--- src/lnf_pkg.sv ---
// Shared constants, types and helpers for the layer normalization forward core.
// Used by lnf_div, layer_norm_forward_core and the testbench; depends on nothing.
package lnf_pkg;

    localparam int MAX_ROW    = 64;
    localparam int IDX_W      = 6;
    localparam int CNT_W      = 7;
    localparam int X_W        = 16;
    localparam int SUM_W      = 23;
    localparam int D_W        = 17;
    localparam int SQ_W       = 41;
    localparam int RSTD_W     = 32;
    localparam int DVD_W      = 49;
    localparam int DVS_W      = 41;
    localparam int DIV_CNT_W  = 6;
    localparam int P1_W       = 50;
    localparam int XW_W       = 34;
    localparam int P2_W       = 50;
    localparam int Y_W        = 43;
    localparam int CFG_IDX_W  = 1;
    localparam int CFG_DATA_W = 16;

    // register indexes
    localparam logic [CFG_IDX_W-1:0] REG_ROW_LENGTH = 1'b0;
    localparam logic [CFG_IDX_W-1:0] REG_EPSILON    = 1'b1;

    localparam logic [CNT_W-1:0]  ROW_LENGTH_RST = 7'd64;
    localparam logic [15:0]       EPSILON_RST    = 16'd1;
    localparam logic [DVD_W-1:0]  ONE_Q48        = {1'b1, {(DVD_W-1){1'b0}}};
    localparam logic [RSTD_W-1:0] RSTD_SAT       = {RSTD_W{1'b1}};

    typedef struct packed {
        logic             start;
        logic [DVD_W-1:0] dividend;
        logic [DVS_W-1:0] divisor;
    } t_div_req;

    typedef struct packed {
        logic             done;
        logic [DVD_W-1:0] quotient;
        logic [DVS_W-1:0] remainder;
    } t_div_rsp;

    // clamp a signed value to the signed Q8.8 range
    function automatic logic signed [X_W-1:0] sat16(input logic signed [Y_W-1:0] v);
        logic signed [X_W-1:0] r;
        if (v > $signed(43'sd32767))
            r = 16'sh7FFF;
        else if (v < -$signed(43'sd32768))
            r = 16'sh8000;
        else
            r = v[X_W-1:0];
        return r;
    endfunction

endpackage

--- src/lnf_div.sv ---
// Restoring unsigned divider, one quotient bit per cycle.
// Depends on lnf_pkg.
module lnf_div (
    input  logic              i_clk,
    input  logic              i_rst_n,
    input  lnf_pkg::t_div_req i_req,
    output lnf_pkg::t_div_rsp o_rsp
);
    import lnf_pkg::*;

    logic                 r_busy;
    logic                 r_done;
    logic [DIV_CNT_W-1:0] r_cnt;
    logic [DVD_W-1:0]     r_dvd;
    logic [DVS_W-1:0]     r_rem;
    logic [DVS_W-1:0]     r_dvs;
    logic [DVS_W:0]       n_shift;
    logic                 n_qbit;
    logic [DVS_W:0]       n_diff;

    // trial subtract of the shifted partial remainder
    always_comb begin
        n_shift = {r_rem, r_dvd[DVD_W-1]};
        n_diff  = n_shift - {1'b0, r_dvs};
        n_qbit  = (n_shift >= {1'b0, r_dvs});
    end

    // control
    always_ff @(posedge i_clk) begin
        if (!i_rst_n) begin
            r_busy <= 1'b0;
            r_done <= 1'b0;
            r_cnt  <= '0;
        end else begin
            r_done <= 1'b0;
            if (i_req.start) begin
                r_busy <= 1'b1;
                r_cnt  <= DIV_CNT_W'(DVD_W);
            end else if (r_busy) begin
                r_cnt <= r_cnt - 1'b1;
                if (r_cnt == DIV_CNT_W'(1)) begin
                    r_busy <= 1'b0;
                    r_done <= 1'b1;
                end
            end
        end
    end

    // datapath: quotient bits shift in where dividend bits shift out
    always_ff @(posedge i_clk) begin
        if (i_req.start) begin
            r_dvd <= i_req.dividend;
            r_dvs <= i_req.divisor;
            r_rem <= '0;
        end else if (r_busy) begin
            r_dvd <= {r_dvd[DVD_W-2:0], n_qbit};
            r_rem <= n_qbit ? n_diff[DVS_W-1:0] : n_shift[DVS_W-1:0];
        end
    end

    assign o_rsp.done      = r_done;
    assign o_rsp.quotient  = r_dvd;
    assign o_rsp.remainder = r_rem;

endmodule

--- config.mk ---
export PLATFORM = sky130hd
export DESIGN_NAME = lnf_div
export DESIGN_NICKNAME = d
export VERILOG_FILES = /design/src/lnf_pkg.sv /design/src/lnf_div.sv
export SDC_FILE = /design/constraint.sdc
export NUM_CORES = 1
export LEC_CHECK = 0
export BUFFER_PORTS_ARGS = -buffer_cell sky130_fd_sc_hd__buf_4
export CORE_ASPECT_RATIO = 0.75
export CORE_MARGIN = 1.5
export CORE_UTILIZATION = 50
export CTS_BUF_LIST = sky130_fd_sc_hd__clkbuf_4
export DETAILED_ROUTE_END_ITERATION = 16
export PLACE_DENSITY = 0.8
export SYNTH_ARGS = -nofsm -noshare
export SYNTH_HDL_FRONTEND = slang
export SYNTH_SLANG_ARGS = --single-unit
--- constraint.sdc ---
create_clock -name i_clk -period 3.85 [get_ports i_clk]
set_clock_uncertainty 0.15 [all_clocks]
set_input_delay 0.1925 -clock i_clk [delete_from_list [all_inputs] [get_ports i_clk]]
set_output_delay 0.1925 -clock i_clk [all_outputs]
set_load 0.01 [all_outputs]
==> results.sh <==
export IMPL_tightest_slew_ps=1181
export IMPL_p_per_area_nw_per_um2=392.6
export IMPL_crit_required_ps=4190
export IMPL_reg2reg_depth=14
export IMPL_cts_root_buf="clkbuf_4"
export IMPL_cp_cell_sequence="inv_1 > ha_1 > inv_1 > fa_1 > a21o_1 > a31o_2 > a211oi_2 > o211ai_2 > a21oi_2 > or2_1 > buf_4 > and3_1 > a21oi_1 > o22ai_1"
export IMPL_cp_start_kind="flop"
export IMPL_dr_pass1_iters=7
export IMPL_grt_max_degree=132
export IMPL_rows=39
export IMPL_io_pins=184
export IMPL_hold_ws_ps=65.95
export IMPL_tns_ps=0
export IMPL_synthDistinctLibCells=63
export IMPL_dieHeight_um=112.2
export IMPL_synth_edff_count=90
export IMPL_design_area_um2=10720
export IMPL_clock_sinks=139
export IMPL_rsz0062_at_grt="no"
export IMPL_max_freq_ghz=0.2815
export IMPL_die_x_um=148.7
export IMPL_hpwl_mm=14.72
export IMPL_cpMaxStageDelayCell="edfxtp_1"
export IMPL_insertion_delay_ps=600
export IMPL_gp_congestion=0.9186
export IMPL_grt_ovfl_total=0
export IMPL_endpoint_kind="flop"
export IMPL_clk_pin_slew_ps=140
export IMPL_drt_total_wl_mm=22.56
export IMPL_cp_top_family="compound AO/OA/AOI/OAI gates"
export IMPL_worstSetupPathType="reg2reg"
export IMPL_htreeDepth=4
export IMPL_max_cap_viol_count=0
export IMPL_power_leakage_nw=4.639
export IMPL_syn2layout_area_growth_pct=34.73
export IMPL_ys_ff_latch=139
export IMPL_cp_arrival_ps=3900
export IMPL_syn_num_nets=938
export IMPL_min_path_type="in2reg"
export IMPL_path_common_cell="inv_1"
export IMPL_grt_pass1_vias=7123
export IMPL_whs_path_depth=4
export IMPL_diodes=0
export IMPL_yosysSeqAreaShare_pct=46.30
export IMPL_num_vias=7225
export IMPL_post_route_min_period_ps=3553
export IMPL_fin_crit_sh_pct=92.28
export IMPL_remaining_drc_errors=0
export IMPL_setup_slack_ps=297.2
export IMPL_async_reset_ff_share_pct=0
export IMPL_drv_slew=0
export IMPL_cts_buffer_depth=2
export IMPL_yosysWarningCount=0
export IMPL_nNetsFinal=1199
export IMPL_crit_cells=14
export IMPL_placed_area_um2=9488
export IMPL_reg2reg_from="r_dvd[48]"
export IMPL_cts_setup_buffers=0
export IMPL_syn_area_per_cell_um2=9.931
export IMPL_io_buffers=183
export IMPL_timing_rr_end="r_rem[37]"
export IMPL_peakVddDrop_v=0.0002446
export IMPL_syn_instance_count=801
export IMPL_power_mw=4.208
export IMPL_whs_endpoint="r_cnt[2]"
export IMPL_synth_main_ff_cell="edfxtp_1"
export IMPL_grt_pass1_wl_mm=36.22
export IMPL_hp_start="i_req[90]"
export IMPL_cp_slowest_stage_delay_ps=440
export IMPL_ant_nets=0
export IMPL_max_slew_margin_pct=20.97
export IMPL_grt_usage_pct=27.86
export IMPL_layout_drive_gt1_share_pct=26.82
export IMPL_detail_route_iter0_violations=664
export IMPL_core_area_um2=15370
export IMPL_cts_tree="done"
export IMPL_antenna_found_initial=0
export IMPL_synth_area_um2=7955
export IMPL_finalHoldViolCount=0
export IMPL_worstPathMaxFanout=14
export IMPL_worst_path_buf_inv=3
export IMPL_outcome="completed"
export IMPL_initial_core_util_pct=51.75
export IMPL_pre_cts_slack_ps=372.1
export IMPL_reg2reg_slack_ps=300
export IMPL_setup_violations=0
export IMPL_via_per_inst=5.649
export IMPL_wire_per_inst_um=17.64
export IMPL_dieArea_um2=16680
export IMPL_cts_buffers=17
[cell type report]
cell class | count | area (um^2)
Fill cell | 1129 | 4653
Clock inverter | 12 | 162.7
Sequential cell | 139 | 3685
Multi-Input combinational cell | 565 | 3890
Timing Repair Buffer | 284 | 2375
Tap cell | 205 | 256.5
Inverter | 55 | 206.4
Clock buffer | 19 | 142.6
[power by group]
part,total (mW),switching [mW],leakage [nW],internal [mW]
Combinational,1.29,0.691,3.18,0.601
Clock,1.07,0.598,0.160,0.469
Sequential,1.85,0.103,1.30,1.75
[worst max-delay path by stage]
| stage | start | to | slack, ps |
|---|---|---|---|
| 2_1_floorplan | r_dvd[48] | r_rem[30] | 630 |
| 3_3_place_gp | r_dvd[48] | r_rem[36] | 400 |
| 3_5_place_dp | r_dvd[48] | r_rem[36] | 370 |
| 4_1_cts | r_dvd[48] | r_rem[36] | 300 |
| 5_1_grt | r_dvd[48] | r_rem[14] | 80 |
| 6_report | r_dvd[48] | r_rem[37] | 300 |
[cells in the final DEF (no fill, tap or decap), types with 4 or more instances in the layout]
cell type and count:
a211oi_1 11, a21o_1 22, a21oi_1 55, a311oi_1 29
a31oi_1 10, and3_1 6, buf_4 191, clkbuf_4 19
dfxtp_1 48, dlygate4sd3_1 92, edfxtp_1 90, ha_1 43
inv_1 55, inv_6 4, mux2_2 51, nand2_1 106
nand2b_1 5, nand3_1 12, nand4_1 8, nor2_1 62
nor3_1 4, o211ai_1 7, o21ai_0 22, o21bai_1 5
o22ai_1 5, or3_1 5, xnor2_1 28, xor2_1 12
[repair_timing]
item / in CTS / in global routing
endpoints found under the setup margin: 0 / 1
hold endpoints to repair: 98 / 0
resized for setup: 0 / 1
hold buffers: 92 / 0
[synthesized netlist by cell type (all sizes together) (3+ instances only)]
cell	n	area share, %
nand2	107	5.0
mux2	51	7.2
xnor2	28	3.1
o21a	3	0.28
or3	5	0.39
a21boi	4	0.38
inv	55	2.6
nor2	63	3.0
and2	3	0.24
nor3	4	0.25
edfxtp	90	34
dfxtp	49	12
clkbuf	29	1.4
a31oi	10	0.79
nand4	10	0.94
a311oi	29	3.2
and3	6	0.47
a211oi	13	1.4
o21bai	5	0.47
o22ai	5	0.39
xor2	12	1.3
o21ai	25	1.6
ha	43	6.8
nor4	3	0.24
a21oi	57	3.6
o31ai	3	0.28
o211ai	8	0.82
nand2b	5	0.39
nand3	12	0.75
a21o	22	2.1
mux2i	3	0.38
buf	13	0.91
nor2b	3	0.24
[tightest hold or removal path: stages]
cell,delay (ps)
buf_4,100
inv_1,200
nand2_1,200
nor2_1,60
[routing by layer]
| metal | part of all wire (%) | vias to the layer above | global-route usage, % |
|---|---|---|---|
| met4 | 1.7 | 0 | 8.383 |
| met5 | 0 | - | 0 |
| met2 | 47 | 317 | 44.84 |
| met1 | 43 | 3438 | 36.97 |
| met3 | 8.7 | 33 | 7.358 |
| li1 | - | 3437 | - |
[cells by family after synthesis]
group                    share of synthesized area (%)
adder cells (fa/ha/maj)                          7.015
buffers and inverters                            4.876
flip-flops                                       46.30
AND/OR/NAND/NOR                                  12.99
multiplexers                                     7.597
AO/OA/AOI/OAI                                    16.81
XOR/XNOR                                         4.404
[through the flow]
step,util [%],std cells
2_1_floorplan,-,801
3_3_place_gp,61.73,1156
3_5_place_dp,61.73,1156
4_1_cts,69.70,1279
5_1_grt,69.73,1279
6_report,69.73,1279
[state kept, by name, summed over array words and instances (netlist names)]
register	count
r_cnt	6
r_dvd	49
r_done	1
r_busy	1
r_rem	41
r_dvs	41
Power figures use the tool's default switching activity.
